==> config.mk <==
export PLATFORM = sky130hd
export DESIGN_NAME = two_lane_string_hash
export DESIGN_NICKNAME = d
export VERILOG_FILES = /design/src/sv/tlsh_pkg.sv /design/src/sv/tlsh_lane.sv /design/src/sv/tlsh_merge.sv /design/src/sv/two_lane_string_hash.sv
export SDC_FILE = /design/constraint.sdc
export NUM_CORES = 1
export LEC_CHECK = 0
export ABC_AREA = 1
export BUFFER_PORTS_ARGS = -buffer_cell sky130_fd_sc_hd__buf_2
export CAP_MARGIN = 20
export CORE_UTILIZATION = 35
export CTS_BUF_LIST = sky130_fd_sc_hd__clkbuf_4 sky130_fd_sc_hd__clkbuf_8
export DETAILED_ROUTE_END_ITERATION = 10
export GPL_TIMING_DRIVEN = 1
export HOLD_SLACK_MARGIN = 0.08
export MAX_ROUTING_LAYER = met4
export PLACE_DENSITY_LB_ADDON = 0.25
export SYNTH_ARGS = -nofsm -noshare
export SYNTH_HDL_FRONTEND = slang
export SYNTH_SLANG_ARGS = --single-unit
==> constraint.sdc <==
create_clock -name clock -period 9.4 [get_ports clock]
set_input_delay 1.88 -clock clock [delete_from_list [all_inputs] [get_ports clock]]
set_output_delay 1.88 -clock clock [all_outputs]
set_load 0.05 [all_outputs]
==> src/sv/tlsh_pkg.sv <==
// Shared types, constants and the lane step function of the two-lane string hash.
`timescale 1ns / 1ps

package tlsh_pkg;

   localparam int unsigned HashWidth = 32;
   localparam int unsigned ByteWidth = 8;
   localparam int unsigned CountWidth = 2;

   localparam logic [HashWidth-1:0] HashSeed = 32'd5381;
   localparam logic [HashWidth-1:0] HashMult = 32'd1566083941;
   localparam int unsigned ShiftLeft = 5;
   localparam int unsigned ShiftRight = 27;

   // Per-lane control for one cycle.
   typedef struct packed {
      logic step;     // fold this lane's byte into the accumulator
      logic restart;  // return the accumulator to the seed afterward
   } lane_ctrl_type;

   // One lane update: h*33 plus arithmetic h>>27, then XOR the sign-extended byte.
   function automatic logic [HashWidth-1:0] lane_step(input logic [HashWidth-1:0] h,
                                                      input logic [ByteWidth-1:0] b);
      logic [HashWidth-1:0] asr;
      logic [HashWidth-1:0] bext;
      asr  = {{ShiftRight{h[HashWidth-1]}}, h[HashWidth-1:ShiftRight]};
      bext = {{(HashWidth-ByteWidth){b[ByteWidth-1]}}, b};
      return ((h << ShiftLeft) + h + asr) ^ bext;
   endfunction

endpackage

==> src/sv/tlsh_lane.sv <==
// One hash lane: a 32-bit accumulator that folds in one byte per transaction.
`timescale 1ns / 1ps

module tlsh_lane
   import tlsh_pkg::*;
(
   input  logic                 clock,
   input  logic                 reset,
   input  lane_ctrl_type        ctrl,
   input  logic [ByteWidth-1:0] data_byte,
   output logic [HashWidth-1:0] acc_next
);

   logic [HashWidth-1:0] acc_ff;
   logic [HashWidth-1:0] acc_in;

   // The updated value goes to the merge stage even when the lane restarts.
   assign acc_next = ctrl.step ? lane_step(acc_ff, data_byte) : acc_ff;
   assign acc_in   = ctrl.restart ? HashSeed : acc_next;

   always_ff @(posedge clock) begin
      if (reset) begin
         acc_ff <= HashSeed;
      end else begin
         acc_ff <= acc_in;
      end
   end

`ifndef SYNTHESIS
   a_restart_seeds: assert property (@(posedge clock) disable iff (reset)
      ctrl.restart |=> (acc_ff == HashSeed))
      else $error("lane did not return to the seed after the end of a string");

   a_idle_holds: assert property (@(posedge clock) disable iff (reset)
      (!ctrl.step && !ctrl.restart) |=> $stable(acc_ff))
      else $error("lane accumulator changed without a step");
`endif

endmodule

==> src/sv/tlsh_merge.sv <==
// Merge pipeline: combines both lanes as lane_a + lane_b * multiplier over three stages.
`timescale 1ns / 1ps

module tlsh_merge
   import tlsh_pkg::*;
(
   input  logic                 clock,
   input  logic                 reset,
   input  logic                 in_valid,
   input  logic [HashWidth-1:0] in_lane_a,
   input  logic [HashWidth-1:0] in_lane_b,
   output logic                 in_stall,
   output logic                 out_valid,
   input  logic                 out_stall,
   output logic [HashWidth-1:0] out_hash
);

   logic                 s1_valid_ff, s1_valid_in;
   logic [HashWidth-1:0] s1_a_ff, s1_b_ff;
   logic                 s2_valid_ff, s2_valid_in;
   logic [HashWidth-1:0] s2_a_ff, s2_prod_ff, s2_prod_in;
   logic                 s3_valid_ff, s3_valid_in;
   logic [HashWidth-1:0] s3_hash_ff, s3_hash_in;
   logic                 s1_load, s2_load, s3_load;

   // Each stage takes new data when it is empty or its contents move on.
   assign s3_load = !s3_valid_ff || !out_stall;
   assign s2_load = !s2_valid_ff || s3_load;
   assign s1_load = !s1_valid_ff || s2_load;
   assign in_stall = !s1_load;

   assign s1_valid_in = in_valid;
   assign s2_valid_in = s1_valid_ff;
   assign s3_valid_in = s2_valid_ff;
   assign s2_prod_in  = s1_b_ff * HashMult;
   assign s3_hash_in  = s2_a_ff + s2_prod_ff;

   always_ff @(posedge clock) begin
      if (reset) begin
         s1_valid_ff <= 1'b0;
         s2_valid_ff <= 1'b0;
         s3_valid_ff <= 1'b0;
      end else begin
         if (s1_load) begin
            s1_valid_ff <= s1_valid_in;
         end
         if (s2_load) begin
            s2_valid_ff <= s2_valid_in;
         end
         if (s3_load) begin
            s3_valid_ff <= s3_valid_in;
         end
      end
   end

   always_ff @(posedge clock) begin
      if (s1_load) begin
         s1_a_ff <= in_lane_a;
         s1_b_ff <= in_lane_b;
      end
      if (s2_load) begin
         s2_a_ff    <= s1_a_ff;
         s2_prod_ff <= s2_prod_in;
      end
      if (s3_load) begin
         s3_hash_ff <= s3_hash_in;
      end
   end

   assign out_valid = s3_valid_ff;
   assign out_hash  = s3_hash_ff;

`ifndef SYNTHESIS
   a_flow_when_free: assert property (@(posedge clock) disable iff (reset)
      !out_stall |-> !in_stall)
      else $error("merge pipeline stalled its input while the output was free");

   a_stall_needs_full: assert property (@(posedge clock) disable iff (reset)
      in_stall |-> (s1_valid_ff && s2_valid_ff && s3_valid_ff))
      else $error("merge pipeline stalled its input with an empty stage");
`endif

endmodule

==> src/sv/two_lane_string_hash.sv <==
// Top level of the two-lane string hash: input handshake, two lanes and the merge pipeline.
`timescale 1ns / 1ps
// Usage: a byte string arrives on the req_ channel as pairs of bytes, one pair per
// transaction. req_even_byte feeds lane A and req_odd_byte feeds lane B; req_byte_count
// tells how many of them are valid (zero, one or two, with three taken as two), and
// req_ends_string marks the last transaction of a string. A transaction is accepted at a
// rising edge where req_valid is high and req_stall is low.
// Each accepted transaction updates the lanes in that cycle, so one transaction per clock
// is taken sustained while req_stall is low. The final transaction of a string produces
// one rsp_ transaction carrying rsp_hash_value; every other transaction produces none.
// The edge that accepts the final transaction captures the lanes in the first stage of
// the three-stage merge pipeline; the second stage registers the 32x32 multiply and the
// third the final add, which drives rsp_hash_value. The lanes are back at the seed for
// the next string in the very next cycle.
// When the receiver holds rsp_stall high, the result stays on the outputs; the merge
// pipeline keeps filling and raises req_stall only once all three stages hold a result.
// Reset is synchronous and active high: both lanes return to the seed 5381 and the merge
// pipeline is emptied, so no result is pending.
module two_lane_string_hash
   import tlsh_pkg::*;
(
   input  logic                         clock,
   input  logic                         reset,
   input  logic                         req_valid,
   output logic                         req_stall,
   input  logic [ByteWidth-1:0]         req_even_byte,
   input  logic [ByteWidth-1:0]         req_odd_byte,
   input  logic [CountWidth-1:0]        req_byte_count,
   input  logic                         req_ends_string,
   output logic                         rsp_valid,
   input  logic                         rsp_stall,
   output logic signed [HashWidth-1:0]  rsp_hash_value
);

   logic                 req_accept;
   logic                 merge_stall;
   lane_ctrl_type        lane_a_ctrl, lane_b_ctrl;
   logic [HashWidth-1:0] lane_a_next, lane_b_next;
   logic [HashWidth-1:0] hash_out;

   // Any transaction waits while the merge pipeline is full; this keeps the lanes
   // and the stream of results in step.
   assign req_stall  = merge_stall;
   assign req_accept = req_valid && !merge_stall;

   // Lane A steps on any nonzero count; lane B only when two bytes are present.
   assign lane_a_ctrl.step    = req_accept && (req_byte_count != '0);
   assign lane_a_ctrl.restart = req_accept && req_ends_string;
   assign lane_b_ctrl.step    = req_accept && req_byte_count[CountWidth-1];
   assign lane_b_ctrl.restart = req_accept && req_ends_string;

   tlsh_lane u_lane_a (
      .clock     (clock),
      .reset     (reset),
      .ctrl      (lane_a_ctrl),
      .data_byte (req_even_byte),
      .acc_next  (lane_a_next)
   );

   tlsh_lane u_lane_b (
      .clock     (clock),
      .reset     (reset),
      .ctrl      (lane_b_ctrl),
      .data_byte (req_odd_byte),
      .acc_next  (lane_b_next)
   );

   // The merge captures the lanes' updated values on the final transaction.
   tlsh_merge u_merge (
      .clock     (clock),
      .reset     (reset),
      .in_valid  (req_accept && req_ends_string),
      .in_lane_a (lane_a_next),
      .in_lane_b (lane_b_next),
      .in_stall  (merge_stall),
      .out_valid (rsp_valid),
      .out_stall (rsp_stall),
      .out_hash  (hash_out)
   );

   assign rsp_hash_value = signed'(hash_out);

endmodule
==> impl_metrics.toml, run 1 <==
[synthesis]
synth_seq_area_share_pct = 26.3
synth_top_area_share_pct = 20.6
synth_area_per_cell_sq_um = 8.73
netlist_area_sq_um = 23400
synth_area_leaders = "edfxtp_1 (21%), fa_1 (19%), ha_1 (16%)"
yosysTopAreaCell = "edfxtp_1"
ys_ff_latch = 227
synth_warnings = 0
netlist_instances = 2676
syn_nets = 3209
synth_cell_types = 52

[clock_tree]
cts.htree.levels = 2
clk_path_buf_depth = 3
cts_hold_buf = 0
clkTransAtPathRegs_ns = 0.06
cts_resized = 0
tritoncts = "built"
postCtsSetupRepairBufs = 0
cts_buffers = 43
cts_root_buf = "clkbuf_8"
worst_skew_pair.late_latency_ns = 0.64
clock_sinks = 227

[timing]
slew_viol_final = 0
finalCritPeriodShare_pct = 68.6
max_freq_ghz = 0.155
worst_pin_slew_ns = 1.01
setup_tns_ns = 0
setup_viol = 0
min_period_ns = 6.45
slew_headroom_pct = 32.7
hold_violations = 0
fin_skew_ns = 0.0732
rsz0062_at_grt = "no"

[routing]
wl_per_cell_um = 18.0
dr.pass1.iters = 5
drc = 0
vias = 17900
vias_per_cell = 4.89
drt-initial-drc-count = 1106
wirelength_um = 65700
antenna_left = 0

[worst_setup_path]
worstSetupPathType = "flip-flop to flip-flop"
required_ns = 9.79
crit_fanout = 8
slowest_delay_ns = 0.65
cp_cell_sequence = "ha_1 -> inv_1 -> fa_1 -> fa_1 -> inv_1 -> fa_1 -> inv_1 -> fa_1 -> inv_1 -> fa_1 -> fa_1 -> inv_1 -> fa_1 -> inv_1 -> ha_1 -> inv_1 -> nor3_1 -> nand2_1 -> or2_2 -> nand4_1 -> nand2_1"
startpoint_type = "flip-flop"
rrSetupSlack_ns = 2.95
crit_arrival_ns = 6.83
critPathSlowestCell = "edfxtp_1"
end_kind = "flip-flop"

[grt]
track_usage_pct = 20.5
grt_max_degree = 66
antenna_found_initial = 1
grt-ovfl-total = 0
grt_first_pass_wirelength_um = 103000
grt_pass1_vias = 18700

[die]
dieArea_sq_um = 67800
die_width_um = 260
coreArea_sq_um = 65900
die_height_um = 260
core.rowCount = 94
pin_count = 57
initial_utilization_pct = 35.5

[finish]
syn2layout_area_growth_pct = 9.47
fin_nets = 3291
final_cell_area_sq_um = 25600
drive_gt1_share_pct = 7.56

[place]
dp_hpwl_um = 55100
gp_congestion = 0.991
place_area_sq_um = 24600
port_buffers = 56

[worst_hold_path]
hold_class = "flip-flop to flip-flop"

[flow_run]
max_cap_violations = 0

[status]
outcome = "completed"
==> per-layer routing <==
| metal | GRT usage [%] | vias up | routed length (um) |
|---|---|---|---|
| li1 | - | 8770 | - |
| met1 | 27.4 | 8598 | 30900 |
| met2 | 32.2 | 428 | 29700 |
| met3 | 3.01 | 75 | 3450 |
| met4 | 5.86 | 0 | 1710 |
| met5 | - | - | 0 |
==> Yosys cell counts (all sizes together) <==
| cell | instances |
|---|---|
| nand2 | 531 |
| inv | 520 |
| ha | 292 |
| fa | 218 |
| nor2 | 165 |
| a21oi | 163 |
| edfxtp | 160 |
| nand3 | 147 |
| xor2 | 111 |
| o21ai | 84 |
| dfxtp | 67 |
| xnor2 | 36 |
| nand4 | 30 |
| or2 | 28 |
| buf | 21 |
| a21o | 17 |
| nor3 | 15 |
| o21bai | 11 |
| a21boi | 9 |
| o21a | 9 |
| a31oi | 8 |
| and2 | 7 |
| nand3b | 7 |
| and3 | 3 |
| clkbuf | 3 |
| nand2b | 3 |
| a211oi | 2 |
| nor4 | 2 |
| o211ai | 2 |
| o221ai | 2 |
| a221oi | 1 |
| clkinv | 1 |
| nor3b | 1 |
==> cells in the final DEF (no fill, tap or decap), types with 12 or more instances in the layout <==
| cell type | instances |
|---|---|
| o21ai_0 | 64 |
| o21ai_1 | 12 |
| inv_1 | 508 |
| clkbuf_8 | 43 |
| fa_1 | 218 |
| edfxtp_1 | 160 |
| buf_2 | 56 |
| ha_1 | 292 |
| xor2_1 | 111 |
| nand3_1 | 143 |
| nand2_1 | 522 |
| nor2_1 | 151 |
| clkbuf_4 | 13 |
| dfxtp_1 | 67 |
| a21oi_1 | 158 |
| nor3_1 | 12 |
| a21o_1 | 17 |
| or2_2 | 19 |
| nand4_1 | 30 |
| xnor2_1 | 36 |
==> final timing paths <==
path	start	end	cells past startpoint
worst max-delay path	u_merge.s1_b_ff[1]	u_merge.s2_prod_ff[30]	21
worst min-delay path	u_merge.s1_a_ff[17]	u_merge.s2_a_ff[17]	0
worst max register to register	u_merge.s1_b_ff[1]	u_merge.s2_prod_ff[30]	21
worst min register to register	u_merge.s1_a_ff[17]	u_merge.s2_a_ff[17]	0
==> area by class of cell <==
| type | count | area, sq um |
|---|---|---|
| Antenna cell | 1 | 2.50 |
| Clock buffer | 56 | 689 |
| Clock inverter | 23 | 258 |
| Fill cell | 6737 | 40300 |
| Inverter | 521 | 1960 |
| Multi-Input combinational cell | 1904 | 15100 |
| Sequential cell | 227 | 6150 |
| Tap cell | 864 | 1080 |
| Timing Repair Buffer | 61 | 318 |
==> flip-flops by register name, summed over array words and instances (netlist names) <==
name / count
u_lane_a.acc_ff: 32
u_lane_b.acc_ff: 32
u_merge.out_hash: 32
u_merge.out_valid: 1
u_merge.s1_a_ff: 32
u_merge.s1_b_ff: 32
u_merge.s1_valid_ff: 1
u_merge.s2_a_ff: 32
u_merge.s2_prod_ff: 32
u_merge.s2_valid_ff: 1
==> critical path, delay by kind of cell, from the launching register on <==
kind                     cells  cell delay (ns)
AND/OR/NAND/NOR              5             0.94
adder cells (fa/ha/maj)      9             4.13
flip-flops                   1             0.65
buffers and inverters        7             0.45
==> per-stage QoR <==
| step | hold slack (ns) | setup WS (ns) | cells | util, % |
|---|---|---|---|---|
| final | 0.376 | 2.95 | 3657 | 38.8 |
| after global routing | 0.398 | 2.65 | 3657 | 38.8 |
| after floorplan | 0.400 | 3.58 | 2676 | - |
| after CTS | 0.373 | 2.96 | 3656 | 38.8 |
| after detailed placement | 0.405 | 2.99 | 3577 | 37.4 |
| after global placement | 0.404 | 3.03 | 3577 | 37.4 |
==> cell families (layout without fill, tap and decap cells) <==
logic type      count (synthesis)  after routing  share of synthesized area, %
flops                         227            227                          26.3
fa+ha+maj                     510            510                          34.3
buf+inv                       545            661                          9.00
xor+xnor                      147            147                          5.51
other cells                     0              1                             0
simple gates                  939            939                          17.4
compound gates                308            308                          7.46
Power of run 1 is left out: the tool's default activity adds up to more than one toggle a clock period on the data nets, which glitch-free logic cannot reach.
==> run 2: changes to the inputs <==
clock period = 6.4 ns   (was 9.4 ns; I/O delays follow)
==> impl_metrics.toml, run 2 (same netlist as run 1, synthesis figures left out) <==
[worst_setup_path]
cp_cell_sequence = "ha_1 -> inv_1 -> fa_1 -> fa_1 -> inv_1 -> fa_1 -> inv_1 -> fa_1 -> inv_1 -> fa_1 -> fa_1 -> inv_1 -> fa_1 -> inv_1 -> ha_1 -> inv_1 -> nor3_4 -> nand2_1 -> or2_2 -> nand4_1 -> nand2_1"
path_delay_family = "adder cells"
ff2ff_path_depth = 21
required_ns = 6.73
timing.rr.end = "u_merge.s2_prod_ff[30]"
r2r_start = "u_merge.s1_b_ff[7]"
end_kind = "flip-flop"
crit_buf_inv = 7
rrSetupSlack_ns = 0.23
crit_arrival_ns = 6.51
crit_fanout = 3
worstSetupPathType = "flip-flop to flip-flop"
startpoint_type = "flip-flop"
slowest_delay_ns = 0.54
critPathSlowestCell = "fa_1"

[die]
core.rowCount = 94
die_height_um = 260
dieArea_sq_um = 67800
coreArea_sq_um = 65900
die_width_um = 260
pin_count = 57
initial_utilization_pct = 35.5

[finish]
layout_commonest_cell = "nand2_1"
drive_gt1_share_pct = 8.53
syn2layout_area_growth_pct = 10.4
mostFrequentLayoutCells = "nand2_1 (522), inv_1 (508), ha_1 (291)"
num-fill-cells = 6715
fin_nets = 3313

[timing]
slew_viol_final = 0
setup_viol = 0
max_freq_ghz = 0.162
hold_violations = 0
min_period_ns = 6.17
rsz0062_at_grt = "no"
setup_tns_ns = 0
slew_headroom_pct = 32.9
worst_pin_slew_ns = 1.01
finalCritPeriodShare_pct = 96.5
fin_skew_ns = 0.0503

[grt]
grt_pass1_vias = 18800
grt-ovfl-total = 0
antenna_found_initial = 1
track_usage_pct = 21.0
grt_max_degree = 66
grt_first_pass_wirelength_um = 106000

[clock_tree]
clock_sinks = 227
worst_skew_pair.late_latency_ns = 0.62
cts_hold_buf = 0
clkTransAtPathRegs_ns = 0.08
cts_buffers = 42
tritoncts = "built"
clk_path_buf_depth = 3
cts_root_buf = "clkbuf_8"
cts.htree.levels = 2

[routing]
drc = 0
wirelength_um = 66600
wl_per_cell_um = 18.1
routed.top_layer = "met4"
met3_length_um = 2850
antenna_left = 0
vias_per_cell = 4.87
drt-met1-wl_um = 31900
drt-initial-drc-count = 1129
met2WireLength_um = 30200
dr.pass1.iters = 5
vias = 17900

[worst_hold_path]
hold_class = "flip-flop to flip-flop"
min_to = "u_merge.s2_a_ff[15]"
min-delay-start = "u_merge.s1_a_ff[15]"
hold_depth = 0

[status]
outcome = "completed"

[place]
port_buffers = 56
dp_hpwl_um = 56300
gp_congestion = 0.968

[flow_run]
max_cap_violations = 0
-- run 2: changes by cell type in the layout (fill, tap and decap cells not counted), sizes merged --
| cell | previous run | this run |
|---|---|---|
| inv | 522 | 521 |
| clkbuf | 56 | 58 |
| buf | 61 | 84 |
| clkinv | 14 | 12 |
| clkinvlp | 3 | 2 |
-- run 2: final cells by class --
type / instances / area (sq um) / share of cell area [%]
repair buffers: 84 / 490 / 1.90
inverters: 521 / 1960 / 7.59
clock inverters: 19 / 240 / 0.931
flip-flops and latches: 227 / 6150 / 23.8
diodes: 1 / 2.50 / 0.00970
multi-input cells: 1904 / 15200 / 58.8
well taps: 864 / 1080 / 4.19
clock buffers: 58 / 717 / 2.78
-- run 2: how the worst max path moves through the flow --
| stage | start | to | slack (ns) | depth (start not counted) |
|---|---|---|---|---|
| 6_report | u_merge.s1_b_ff[7] | u_merge.s2_prod_ff[30] | 0.23 | 21 |
| 3_3_place_gp | u_merge.s1_b_ff[6] | u_merge.s2_prod_ff[30] | 0.17 | 21 |
| 4_1_cts | u_merge.s1_b_ff[6] | u_merge.s2_prod_ff[30] | 0.08 | 21 |
| 5_1_grt | u_merge.s1_b_ff[14] | u_merge.s2_prod_ff[31] | 0.008 | 26 |
| 3_5_place_dp | u_merge.s1_b_ff[6] | u_merge.s2_prod_ff[30] | 0.16 | 21 |
| 2_1_floorplan | u_merge.s1_b_ff[10] | u_merge.s2_prod_ff[29] | 0.58 | 24 |
-- run 2: layer usage --
layer / vias up / GRT usage, %
li1: 8827 / -
met1: 8611 / 28.6
met2: 391 / 33.1
met3: 82 / 2.29
met4: 0 / 5.51
met5: - / -
-- run 2: repair_timing --
item | in CTS | in global routing
buffers inserted | 0 | 4
endpoints found under the setup margin | 0 | 6
gates resized for setup | 0 | 9
-- run 2: stage by stage --
step	instance area [sq um]	instances	worst slack [ns]	hold slack (ns)	utilization [%]
4_1_cts	25700	3673	0.0839	0.415	39.1
2_1_floorplan	23400	2676	0.577	0.400	-
5_1_grt	25800	3678	0.00812	0.421	39.2
6_report	25800	3678	0.226	0.408	39.2
3_3_place_gp	24800	3596	0.165	0.405	37.6
3_5_place_dp	24800	3596	0.157	0.405	37.6
Power of run 2 is left out for the same reason.
